## config.mk

```make
export PLATFORM = sky130hd
export DESIGN_NAME = touch_panel_spi_reader
export DESIGN_NICKNAME = d
export VERILOG_FILES = /design/src/rtl/core/tpsr_pkg.sv /design/src/rtl/core/touch_panel_spi_reader.sv /design/src/rtl/core/tpsr_core.sv
export SDC_FILE = /design/constraint.sdc
export NUM_CORES = 1
export LEC_CHECK = 0
export ABC_AREA = 1
export ABC_CLOCK_PERIOD_IN_PS = 5500
export BUFFER_PORTS_ARGS = -buffer_cell sky130_fd_sc_hd__buf_2
export CAP_MARGIN = 20
export CORE_MARGIN = 2
export CORE_UTILIZATION = 55
export DETAILED_ROUTE_END_ITERATION = 8
export PLACE_DENSITY = 0.77
export SETUP_SLACK_MARGIN = 0.02
export SYNTH_ARGS = -nofsm -noshare
export SYNTH_HDL_FRONTEND = slang
export SYNTH_SLANG_ARGS = --single-unit
```

## constraint.sdc

```tcl
create_clock -name aclk -period 5.5 [get_ports aclk]
set_input_delay 1.1 -clock aclk [delete_from_list [all_inputs] [get_ports aclk]]
set_output_delay 1.1 -clock aclk [all_outputs]
set_load 0.01 [all_outputs]
```

## src/rtl/core/tpsr_pkg.sv

```systemverilog
// ----------------------------------------------------------------------------
// Touch panel SPI reader package
// Types, codes, widths and the command table shared by the block's files.
// ----------------------------------------------------------------------------
package tpsr_pkg;

    // Counter and field widths
    localparam int COUNT_WIDTH   = 32;
    localparam int OUT_COUNT_W   = 32;
    localparam int SAMPLE_W      = 12;
    localparam int PRESSURE_W    = 13;
    localparam int S_TDATA_W     = 8;
    localparam int M_TDATA_W     = 112;

    // Sequencer geometry: four frames of 24 bits each
    localparam int FRAME_IDX_W   = 5;
    localparam logic [FRAME_IDX_W-1:0] FRAME_LAST_IDX = 5'd23;
    localparam logic [FRAME_IDX_W-1:0] CMD_BITS       = 5'd8;
    localparam logic [1:0]             LAST_FRAME     = 2'd3;

    localparam logic [PRESSURE_W-1:0] PRESSURE_OFFSET = 13'd4095;
    localparam logic [PRESSURE_W-1:0] THRESHOLD_RESET = 13'd100;

    // Result field bit positions within m_tdata
    localparam int RES_CS_N_BIT    = 0;
    localparam int RES_SCLK_BIT    = 1;
    localparam int RES_MOSI_BIT    = 2;
    localparam int RES_BUSY_BIT    = 3;
    localparam int RES_DONE_BIT    = 4;
    localparam int RES_GRANTED_BIT = 5;
    localparam int RES_TOUCHED_BIT = 6;

    typedef enum logic [2:0] {
        OP_TICK         = 3'd0,
        OP_ACQUIRE      = 3'd1,
        OP_RELEASE      = 3'd2,
        OP_TOUCH_READ   = 3'd3,
        OP_DISPLAY_NOTE = 3'd4
    } opcode_t;

    typedef enum logic [1:0] {
        OWNER_NONE    = 2'd0,
        OWNER_DISPLAY = 2'd1,
        OWNER_TOUCH   = 2'd2,
        OWNER_STORAGE = 2'd3
    } owner_t;

    typedef logic [COUNT_WIDTH-1:0] count_t;

    typedef struct packed {
        opcode_t opcode;
        owner_t  owner;
        logic    miso;
        logic    irq_n;
    } tpsr_item_t;

    typedef struct packed {
        logic                   cs_n;
        logic                   sclk;
        logic                   mosi;
        logic                   busy;
        logic                   done;
        logic                   granted;
        logic                   touched;
        logic [SAMPLE_W-1:0]    raw_x;
        logic [SAMPLE_W-1:0]    raw_y;
        logic [PRESSURE_W-1:0]  pressure;
        logic [OUT_COUNT_W-1:0] violation_count;
        logic [OUT_COUNT_W-1:0] owner_transactions;
    } tpsr_result_t;

    // Command byte sent at the head of each frame
    function automatic logic [7:0] frame_cmd(input logic [1:0] frame);
        logic [7:0] cmd;
        case (frame)
            2'd0:    cmd = 8'hB1;
            2'd1:    cmd = 8'hC1;
            2'd2:    cmd = 8'hD1;
            default: cmd = 8'h91;
        endcase
        return cmd;
    endfunction

endpackage

```

## src/rtl/core/touch_panel_spi_reader.sv

```systemverilog
// ----------------------------------------------------------------------------
// Touch panel SPI reader
// Shared SPI bus owner lock with a bit-level touch controller read sequencer.
// ----------------------------------------------------------------------------
// Usage:
//   Each s_ transaction is one tick: an opcode (tick, acquire, release, start
//   touch read, display note), an owner and the sampled miso and irq_n pins.
//   Each tick yields exactly one m_ transaction carrying the pin levels to
//   drive (cs_n, sclk, mosi), status flags, the held x, y and pressure
//   readings, the violation count and the named owner's transaction count.
//   A touch read runs 192 ticks after its start tick: 4 frames of 24 bits,
//   two ticks per bit; opcodes are ignored while it runs.
//   The user writes the pressure threshold on the cfg_ channel while idle;
//   the block does not enforce this. Throughput: one transaction per cycle
//   while m_tready is high, set by the input register feeding the result
//   register through one step of logic. When m_tready is low the result
//   holds and one more transaction is taken into the input register;
//   s_tready then drops until the result drains.
//   Reset (aresetn low, synchronous) frees the bus, clears all counters and
//   readings, stops any read and sets the threshold to 100.
// ----------------------------------------------------------------------------
module touch_panel_spi_reader (
    input  logic                              aclk,
    input  logic                              aresetn,
    // opcode[2:0], owner[4:3], miso[5], irq_n[6], zero[7]
    input  logic [tpsr_pkg::S_TDATA_W-1:0]    s_tdata,
    input  logic                              s_tvalid,
    output logic                              s_tready,
    // cs_n[0], sclk[1], mosi[2], busy_res[3], done_res[4], granted[5],
    // touched[6], raw_x[18:7], raw_y[30:19], pressure[43:31],
    // violation_count[75:44], owner_transactions[107:76], zero[111:108]
    output logic [tpsr_pkg::M_TDATA_W-1:0]    m_tdata,
    output logic                              m_tvalid,
    input  logic                              m_tready,
    input  logic [tpsr_pkg::PRESSURE_W-1:0]   cfg_data,
    input  logic                              cfg_valid,
    output logic                              cfg_ready
);
    import tpsr_pkg::*;

    logic                    in_valid_reg, in_valid_next;
    tpsr_item_t              in_item_reg;
    logic                    out_valid_reg, out_valid_next;
    logic [M_TDATA_W-1:0]    out_data_reg;
    logic [PRESSURE_W-1:0]   threshold_reg;
    logic                    out_free, step_en, s_accept;
    tpsr_result_t            result;

    assign out_free  = !out_valid_reg || m_tready;
    assign step_en   = in_valid_reg && out_free;
    assign s_tready  = !in_valid_reg || out_free;
    assign s_accept  = s_tvalid && s_tready;
    assign cfg_ready = 1'b1;

    assign m_tvalid = out_valid_reg;
    assign m_tdata  = out_data_reg;

    // Advance valid flags of both stages
    always_comb begin
        in_valid_next  = s_accept ? 1'b1 : (step_en ? 1'b0 : in_valid_reg);
        out_valid_next = step_en ? 1'b1 : (m_tready ? 1'b0 : out_valid_reg);
    end

    always_ff @(posedge aclk) begin
        if (!aresetn) begin
            in_valid_reg  <= 1'b0;
            out_valid_reg <= 1'b0;
            threshold_reg <= THRESHOLD_RESET;
        end else begin
            in_valid_reg  <= in_valid_next;
            out_valid_reg <= out_valid_next;
            if (cfg_valid) begin
                threshold_reg <= cfg_data;
            end
        end
    end

    // Capture the input transaction
    always_ff @(posedge aclk) begin
        if (s_accept) begin
            in_item_reg.opcode <= opcode_t'(s_tdata[2:0]);
            in_item_reg.owner  <= owner_t'(s_tdata[4:3]);
            in_item_reg.miso   <= s_tdata[5];
            in_item_reg.irq_n  <= s_tdata[6];
        end
    end

    tpsr_core u_core (
        .aclk      (aclk),
        .aresetn   (aresetn),
        .step_en   (step_en),
        .item      (in_item_reg),
        .threshold (threshold_reg),
        .result    (result)
    );

    // Pack the result into the output register
    always_ff @(posedge aclk) begin
        if (step_en) begin
            out_data_reg <= {4'b0000,
                             result.owner_transactions,
                             result.violation_count,
                             result.pressure,
                             result.raw_y,
                             result.raw_x,
                             result.touched,
                             result.granted,
                             result.done,
                             result.busy,
                             result.mosi,
                             result.sclk,
                             result.cs_n};
        end
    end

endmodule

```

## src/rtl/core/tpsr_core.sv

```systemverilog
// ----------------------------------------------------------------------------
// Touch panel SPI reader core
// Bus owner lock, counters and the bit-level touch read sequencer; one
// transaction is processed per enabled cycle.
// ----------------------------------------------------------------------------
module tpsr_core (
    input  logic                              aclk,
    input  logic                              aresetn,
    input  logic                              step_en,
    input  tpsr_pkg::tpsr_item_t              item,
    input  logic [tpsr_pkg::PRESSURE_W-1:0]   threshold,
    output tpsr_pkg::tpsr_result_t            result
);
    import tpsr_pkg::*;

    owner_t                   owner_reg,   owner_next;
    count_t                   viol_reg,    viol_next;
    count_t                   disp_reg,    disp_next;
    count_t                   touch_reg,   touch_next;
    count_t                   stor_reg,    stor_next;
    logic                     active_reg,  active_next;
    logic [1:0]               frame_reg,   frame_next;
    logic [FRAME_IDX_W-1:0]   idx_reg,     idx_next;
    logic                     half_reg,    half_next;
    logic [15:0]              shift_reg,   shift_next;
    logic [SAMPLE_W-1:0]      z1_reg,      z1_next;
    logic [SAMPLE_W-1:0]      z2_reg,      z2_next;
    logic [SAMPLE_W-1:0]      x_reg,       x_next;
    logic [SAMPLE_W-1:0]      y_reg,       y_next;
    logic [PRESSURE_W-1:0]    press_reg,   press_next;

    logic   sclk, mosi, done, granted, touched;
    count_t own_count;
    logic [7:0] cmd;

    // Next state and per-transaction flags
    always_comb begin
        owner_next  = owner_reg;
        viol_next   = viol_reg;
        disp_next   = disp_reg;
        touch_next  = touch_reg;
        stor_next   = stor_reg;
        active_next = active_reg;
        frame_next  = frame_reg;
        idx_next    = idx_reg;
        half_next   = half_reg;
        shift_next  = shift_reg;
        z1_next     = z1_reg;
        z2_next     = z2_reg;
        x_next      = x_reg;
        y_next      = y_reg;
        press_next  = press_reg;
        sclk        = 1'b0;
        mosi        = 1'b0;
        done        = 1'b0;
        granted     = 1'b0;
        touched     = 1'b0;
        cmd         = frame_cmd(frame_reg);

        if (active_reg) begin
            // Drive the command bits, then zeros
            if (idx_reg < CMD_BITS) begin
                mosi = cmd[~idx_reg[2:0]];
            end
            if (!half_reg) begin
                sclk      = 1'b1;
                half_next = 1'b1;
            end else begin
                half_next  = 1'b0;
                shift_next = {shift_reg[14:0], item.miso};
                if (idx_reg == FRAME_LAST_IDX) begin
                    case (frame_reg)
                        2'd0:    z1_next = shift_next[14:3];
                        2'd1:    z2_next = shift_next[14:3];
                        2'd2:    x_next  = shift_next[14:3];
                        default: y_next  = shift_next[14:3];
                    endcase
                end
                if (idx_reg == FRAME_LAST_IDX && frame_reg == LAST_FRAME) begin
                    // Finish: free the bus and derive pressure
                    active_next = 1'b0;
                    frame_next  = 2'd0;
                    idx_next    = '0;
                    if (owner_reg != OWNER_TOUCH) begin
                        viol_next = viol_reg + 1'b1;
                    end
                    owner_next = OWNER_NONE;
                    if (z1_next > z2_next) begin
                        press_next = PRESSURE_W'(z1_next);
                    end else begin
                        press_next = PRESSURE_W'(z1_next) + PRESSURE_OFFSET
                                   - PRESSURE_W'(z2_next);
                    end
                    touched = !item.irq_n || (press_next > threshold);
                    done    = 1'b1;
                end else if (idx_reg == FRAME_LAST_IDX) begin
                    idx_next   = '0;
                    frame_next = frame_reg + 2'd1;
                end else begin
                    idx_next = idx_reg + 1'b1;
                end
            end
        end else begin
            case (item.opcode)
                OP_ACQUIRE: begin
                    if (owner_reg != OWNER_NONE) begin
                        viol_next = viol_reg + 1'b1;
                    end else begin
                        owner_next = item.owner;
                        granted    = 1'b1;
                        case (item.owner)
                            OWNER_DISPLAY: disp_next  = disp_reg + 1'b1;
                            OWNER_TOUCH:   touch_next = touch_reg + 1'b1;
                            OWNER_STORAGE: stor_next  = stor_reg + 1'b1;
                            default:       ;
                        endcase
                    end
                end
                OP_RELEASE: begin
                    if (owner_reg != item.owner) begin
                        viol_next = viol_reg + 1'b1;
                    end
                    owner_next = OWNER_NONE;
                end
                OP_TOUCH_READ: begin
                    if (owner_reg != OWNER_NONE) begin
                        viol_next = viol_reg + 1'b1;
                        done      = 1'b1;
                    end else begin
                        owner_next  = OWNER_TOUCH;
                        touch_next  = touch_reg + 1'b1;
                        granted     = 1'b1;
                        active_next = 1'b1;
                        frame_next  = 2'd0;
                        idx_next    = '0;
                        half_next   = 1'b0;
                        shift_next  = '0;
                    end
                end
                OP_DISPLAY_NOTE: begin
                    // Acquire and release in one go; the bus stays free
                    if (owner_reg != OWNER_NONE) begin
                        viol_next = viol_reg + 1'b1;
                    end else begin
                        disp_next = disp_reg + 1'b1;
                        granted   = 1'b1;
                    end
                end
                default: ;
            endcase
        end

        case (item.owner)
            OWNER_DISPLAY: own_count = disp_next;
            OWNER_TOUCH:   own_count = touch_next;
            OWNER_STORAGE: own_count = stor_next;
            default:       own_count = '0;
        endcase
    end

    // Result of this transaction, taken after the state update
    always_comb begin
        result.cs_n               = !active_next;
        result.sclk               = sclk;
        result.mosi               = mosi;
        result.busy               = active_next;
        result.done               = done;
        result.granted            = granted;
        result.touched            = touched;
        result.raw_x              = x_next;
        result.raw_y              = y_next;
        result.pressure           = press_next;
        result.violation_count    = OUT_COUNT_W'(viol_next);
        result.owner_transactions = OUT_COUNT_W'(own_count);
    end

    // State registers, advanced once per processed transaction
    always_ff @(posedge aclk) begin
        if (!aresetn) begin
            owner_reg  <= OWNER_NONE;
            viol_reg   <= '0;
            disp_reg   <= '0;
            touch_reg  <= '0;
            stor_reg   <= '0;
            active_reg <= 1'b0;
            frame_reg  <= '0;
            idx_reg    <= '0;
            half_reg   <= 1'b0;
            shift_reg  <= '0;
            z1_reg     <= '0;
            z2_reg     <= '0;
            x_reg      <= '0;
            y_reg      <= '0;
            press_reg  <= '0;
        end else if (step_en) begin
            owner_reg  <= owner_next;
            viol_reg   <= viol_next;
            disp_reg   <= disp_next;
            touch_reg  <= touch_next;
            stor_reg   <= stor_next;
            active_reg <= active_next;
            frame_reg  <= frame_next;
            idx_reg    <= idx_next;
            half_reg   <= half_next;
            shift_reg  <= shift_next;
            z1_reg     <= z1_next;
            z2_reg     <= z2_next;
            x_reg      <= x_next;
            y_reg      <= y_next;
            press_reg  <= press_next;
        end
    end

endmodule

```

-- After elaboration in Yosys (flattened, before gate mapping)
Cells that the tools add are included.
W data, S select, Z words.
- add/sub/neg operators: 8
- eq/ne operators: 19
- multiplexer cells: 88
- reduce and logical (&&, ||, !) cells: 26
- bitwise gates (word level): 2
- magnitude comparators: 4
- operators with widths (operator ; count):
    $mux W32 ; 18
    $mux W12 ; 16
    $pmux W32 S2 ; 3
    $add A32 B1 Y32 const B ; 4
    $pmux W32 S3 ; 1
    $mux W13 ; 7
    $mux W14 ; 4
    $mux W5 ; 6
    $mux W2 ; 11
    $pmux W7 S3 ; 1
    $mux W1 ; 19
    $add A12 B12 Y13 const B ; 1
    $gt A13 B13 Y1 ; 1
    $sub A13 B12 Y13 ; 1
    $gt A12 B12 Y1 ; 1
    $reduce_and A3 Y1 ; 3
    $eq A2 B2 Y1 const B ; 4
    $reduce_bool A2 Y1 ; 4
    $eq A3 B2 Y1 const B ; 2
    $ne A2 B2 Y1 const B ; 3
    $ne A3 B2 Y1 const B ; 2
    $pmux W2 S3 ; 1
    $reduce_and A6 Y1 ; 1
    $reduce_or A3 Y1 ; 2
    23 further kinds ; 31
- input port bits: 26
- logic and storage cells: 174
- register bits: 344
- output and inout port bits: 115

-- Longest topological paths before layout
- word-level depth: 14
- gate-level depth with buffers: 30
- gate-level depth less buffers: 30

-- Hierarchy
A second synthesis with hierarchy kept.
- cell total of the unflattened synthesis: 2835
- area total of the unflattened synthesis: 20061.7 µm²
- modules (own cells, without submodules) (module ; area each (µm²) ; cells each ; times used ; seq. area each (µm²)):
    tpsr_core ; 16024.1 ; 2644 ; 1 ; 4284.1
    touch_panel_spi_reader ; 4037.6 ; 191 ; 1 ; 3753.6

-- Worst setup path before layout
No wires, ideal clock.
- path type: input -> register
- start point: input m_tready
- end point: register out_data_reg[0] (netlist: m_tdata[0]), enable pin
- stages: 7
- path slack: -13 ps
- library setup time: 514 ps
- required time: 4986 ps
- buffers on the path: 3
- arrival time: 4999 ps
- path through: inv_1 -> nand2_1 -> nand2_1 -> inv_1 -> clkbuf_1 -> clkbuf_1 -> clkbuf_1
- word-level cells in the longest chain between the ends: 2
- RTL lines (item ; line ; text):
    from (decl) ; touch_panel_spi_reader.sv:34 ; input logic m_tready,
    $logic_or A1 B1 Y1 ; touch_panel_spi_reader.sv:49 ; assign out_free = !out_valid_reg || m_tready;
    $logic_and A1 B1 Y1 ; touch_panel_spi_reader.sv:50 ; assign step_en = in_valid_reg && out_free;
    to (signal assigned) ; touch_panel_spi_reader.sv:100 ; out_data_reg <= {4'b0000,
    to (decl) ; touch_panel_spi_reader.sv:44 ; logic [M_TDATA_W-1:0] out_data_reg;
Every way passes these cells.
A chain may end at the register's enable or synchronous reset.

-- Final worst setup path
- start point: register u_core.idx_reg[1]
- end point: register out_data_reg[6] (netlist: m_tdata[6]), data pin
- word-level cells in the longest chain between the ends: 12
- elaborated cells on any way between the ends: 18
- those cells by class: add/sub: 2; order compare: 2; eq/ne: 1; mux: 10; reduce/logical: 3
- RTL lines (item ; line ; text):
    from (decl) ; tpsr_core.sv:23 ; logic [FRAME_IDX_W-1:0] idx_reg, idx_next;
    from (signal assigned) ; tpsr_core.sv:203 ; idx_reg <= idx_next;
    $eq A5 B5 Y1 (*) ; tpsr_core.sv:71, tpsr_core.sv:79 ;
    $mux W12 ; tpsr_core.sv:71 ; if (idx_reg == FRAME_LAST_IDX) begin
    $mux W12 ; tpsr_core.sv:65 ; if (!half_reg) begin
    $mux W12 ; tpsr_core.sv:60 ; if (active_reg) begin
    $add A12 B12 Y13 ; tpsr_core.sv:91 ; press_next = PRESSURE_W'(z1_next) + PRESSURE_OFFSET
    $sub A13 B12 Y13 ; tpsr_core.sv:92 ; - PRESSURE_W'(z2_next);
    $mux W13 ; tpsr_core.sv:88 ; if (z1_next > z2_next) begin
    $mux W13 ; tpsr_core.sv:79 ; if (idx_reg == FRAME_LAST_IDX && frame_reg == LAST_FRAME) begin
    $mux W13 ; tpsr_core.sv:65 ;
    $mux W13 ; tpsr_core.sv:60 ;
    $gt A13 B13 Y1 ; tpsr_core.sv:94 ; touched = !item.irq_n || (press_next > threshold);
    $logic_or A1 B1 Y1 ; tpsr_core.sv:94 ;
Mark *: on every way between the ends. The rest lies on a longest branch, timed or not. The select of a mux whose other input is x is not followed.

==> key figures <==
Synthesis
  • Yosys top cell by area: dfxtp_1
  • Main synth FF type: dfxtp_1
  • Commonest cells in the netlist: 525 x nand2_1, 391 x inv_1, 343 x o21ai_0
  • Synth async-reset ratio: 0
  • Sequential share of the synthesized area: 0.409
  • Synthesized instance count: 2754
  • Synthesized area: 0.0196 mm^2
  • Avg Inst Size Synth: 7.13 um^2
  • Most frequent cell after synthesis: nand2_1
  • Flops & latches, synth: 344
  • Ys Warns: 0
  • Synth top area share: 0.234
  • Area contributors post-synth: dfxtp_1 23%, edfxtp_1 18%, nand2_1 10%
  • Number of enable flip-flop cells after synthesis: 115
  • Post-synthesis cell type count: 55

Placement
  • Placed inst area: 0.0205 mm^2
  • HPWL Detailed: 37500 um
  • Routability cong.: 0.950
  • PortBufs: 134

Final layout
  • Share of layout cells above drive strength 1: 0.110
  • Layout Area Growth over Synthesis: 11.0%
  • Antenna Cells: 0
  • FF+latch area: 0.00804 mm^2
  • Max reg flops: approximately 110
  • Design area: 0.0218 mm^2
  • Footprint of the multi-input gates: 0.00955 mm^2
  • Fill count: roughly 3200
  • Final #Nets: 2880

Detailed routing
  • Iter 0 DRT Violations: 1989
  • Overall routed net length: 54900 um
  • Wire per inst: 16.6 um
  • Via count: 18905
  • DR vias/cell: approximately 5.7
  • Antenna Nets Post-Route: 0
  • DRC Markers: 0
  • Number of detailed-route iterations in the first pass: 6

STA
  • Final Setup Violations: 0
  • Pins Over Slew Limit: 0
  • Relative slew slack: 0.254
  • Fin. Hold Viols: 0
  • Worst Tran Pin Value: 1.12 ns
  • Maximum clock rate: 201 MHz
  • Final worst path period share: 0.905
  • RSZ-0062 raised after global routing: no
  • Setup TNS: 0 ns
  • Clock Skew: 0.0121 ns
  • Fin crit period: ~5 ns

Min path
  • Hold Path End: threshold_reg[1]$_SDFFE_PN0P_
  • Worst hold path class: reg2reg
  • Worst Hold Depth: 2
  • Hold_sp: threshold_reg[1]$_SDFFE_PN0P_

Floorplan
  • Row cnt: 69
  • Die width: about 190 um
  • Core area: 0.0354 mm^2
  • Top-level port count: between 100 and 150
  • Vert. Die Dim: 193 um
  • Area of the die: 0.0372 mm^2
  • Starting Density: 0.555

Critical path
  • Arr. time, crit path: around 5.2 ns
  • Crit path launch type: register
  • Worst r2r src: u_core.idx_reg[1]$_SDFFE_PN0P_
  • Req. time, crit path: roughly 5.8 ns
  • Critical path peak fanout: 17
  • R2r worst-path depth: 24
  • R2r setup slk: 0.52 ns
  • Worst path max stage delay: 0.44 ns
  • Crit end category: register
  • Reg2reg end: m_tdata[6]$_SDFFCE_PN0P_
  • Kind of critical path: reg2reg
  • Crit-path slowest cell: o21ai_0
  • Cell chain of the critical path: ha_1 > nand2_2 > nor2_4 > nand2_1 > buf_4 > o21ai_0 > ha_1 > a21oi_1 > nand2_1 > nand2_1 > nand3_4 > nand2_4 > nand2_1 > o21ai_1 > inv_1 > ha_1 > a21oi_1 > o21ai_0 > a21oi_1 > nor2_1 > o21ai_0 > o2111ai_1 > o41ai_1 > a21oi_1

Clock tree
  • # clock sinks: 344
  • Clock latency at the later pin of the worst-skew pair: 0.54 ns
  • H-tree levels: 2
  • Clock root buffer: clkbuf_16
  • Worst-path clk slew: roughly 0.060 ns
  • Clock Path Buffers: 3
  • CTS Buf Count: 38
  • CTS tree: yes
  • Setup bufs post-CTS: 0

Global route
  • Grt total ovfl: 0
  • First-pass GRT wire length: around 86000 um
  • Vias in the first global route: 17099
  • Largest net degree at the start of global routing: 154
  • Antenna violations before repair: 1
  • GRT Total Usage: 0.289

Pwr
  • PwrDens: 285 mW/mm^2
  • P_leak: 0.00959 uW
  • Peak VDD IR: around 220 uV

Status
  • Status: complete, no violations

Job
  • Maximum Capacitance Violations: 0
[through the flow]
step / instances / total power, uW / util / setup WS (ns) / hold WS [ns]
after floorplan: 2757 / 3460 / - / 1.18 / 0.435
after global placement: 3240 / 3660 / 0.580 / 0.724 / 0.461
after detailed placement: 3240 / 3690 / 0.580 / 0.652 / 0.465
after CTS: 3310 / 6230 / 0.615 / 0.604 / 0.477
after global routing: 3311 / 6450 / 0.616 / 0.0329 / 0.507
final: 3311 / 6210 / 0.616 / 0.520 / 0.474
[cell families (layout without fill, tap and decap cells)]
| group | after synthesis | after routing | share of synthesized area |
|---|---|---|---|
| adder cells (fa/ha/maj) | 34 | 34 | 0.0217 |
| AO/OA/AOI/OAI | 713 | 713 | 0.196 |
| AND/OR/NAND/NOR | 1054 | 1054 | 0.236 |
| other | 2 | 5 | 0.000383 |
| buffers and inverters | 540 | 633 | 0.106 |
| flip-flops | 344 | 344 | 0.409 |
| XOR/XNOR | 67 | 67 | 0.0299 |
[cells in the final DEF (no fill, tap or decap), types with 4 or more instances in the layout]
master / synthesis / routed
o41ai_1: 5 / 5
edfxtp_1: 115 / 115
xor2_1: 62 / 62
nand2_1: 525 / 524
buf_2: 13 / 134
nor3_2: 4 / 4
a211oi_1: 7 / 7
nand4_1: 33 / 33
ha_1: 34 / 34
inv_1: 391 / 390
clkbuf_1: 96 / 9
o21ai_0: 343 / 343
nand2_2: 16 / 16
dfxtp_1: 229 / 229
inv_2: 18 / 17
clkinv_1: 1 / 5
nor2_1: 211 / 209
clkbuf_16: 0 / 41
nor4_1: 11 / 11
nand3_1: 141 / 141
o21a_1: 4 / 4
or2_2: 27 / 27
clkinv_2: 0 / 9
nor2_4: 6 / 7
conb_1: 2 / 5
xnor2_1: 5 / 5
a22oi_1: 14 / 14
o22ai_1: 8 / 8
o221ai_1: 8 / 8
a21oi_1: 245 / 245
nor3_1: 50 / 49
o211ai_1: 40 / 40
o31ai_1: 6 / 6
nor2_2: 13 / 14
buf_4: 5 / 17
o21ai_1: 20 / 20
nand3_2: 7 / 7
[repair_timing]
action	CTS	global route
setup endpoints to repair	0	1
hold buffers	0	0
gates resized for setup	0	1
[worst max path at each step]
stage,start,endpoint,slack (ns),depth (start not counted)
after floorplan,u_core.idx_reg[0]$_SDFFE_PN0P_,m_tdata[6]$_SDFFCE_PN0P_,1.18,29
after global placement,u_core.idx_reg[1]$_SDFFE_PN0P_,m_tdata[6]$_SDFFCE_PN0P_,0.72,25
after detailed placement,u_core.idx_reg[0]$_SDFFE_PN0P_,m_tdata[6]$_SDFFCE_PN0P_,0.65,26
after CTS,u_core.idx_reg[0]$_SDFFE_PN0P_,m_tdata[6]$_SDFFCE_PN0P_,0.60,21
after global routing,u_core.idx_reg[0]$_SDFFE_PN0P_,m_tdata[6]$_SDFFCE_PN0P_,0.03,28
final,u_core.idx_reg[1]$_SDFFE_PN0P_,m_tdata[6]$_SDFFCE_PN0P_,0.52,24
[per-layer routing]
| layer | track usage | vias to the layer above | wire length, um |
|---|---|---|---|
| met1 | 0.410 | 8781 | 24100 |
| li1 | - | 9225 | - |
| met2 | 0.441 | 786 | 24300 |
| met3 | 0.0489 | 113 | 4630 |
| met4 | 0.114 | 0 | 1850 |
| met5 | 0 | - | 0 |
[cell type report]
class,instances,share of cell area
Tap cell,461,0.0265
Multi-Input combinational cell,1873,0.438
Timing Repair Buffer,153,0.0382
Clock inverter,17,0.00632
Inverter,410,0.0711
Sequential cell,344,0.369
Clock buffer,53,0.0505
[power breakdown]
| part | switching, uW | internal (uW) | leakage, uW |
|---|---|---|---|
| Combinational | 531 | 233 | 0.00599 |
| Sequential | 105 | 2790 | 0.00298 |
| Clock | 1050 | 1500 | 0.000616 |
[critical path, delay by kind of cell, from the launching register on]
| kind | cells | cell delay, ns |
|---|---|---|
| AND/OR/NAND/NOR | 9 | 1.18 |
| buffers and inverters | 2 | 0.35 |
| flip-flops | 1 | 0.41 |
| AO/OA/AOI/OAI | 10 | 1.82 |
| adder cells (fa/ha/maj) | 3 | 0.89 |
Power figures use the tool's default switching activity.
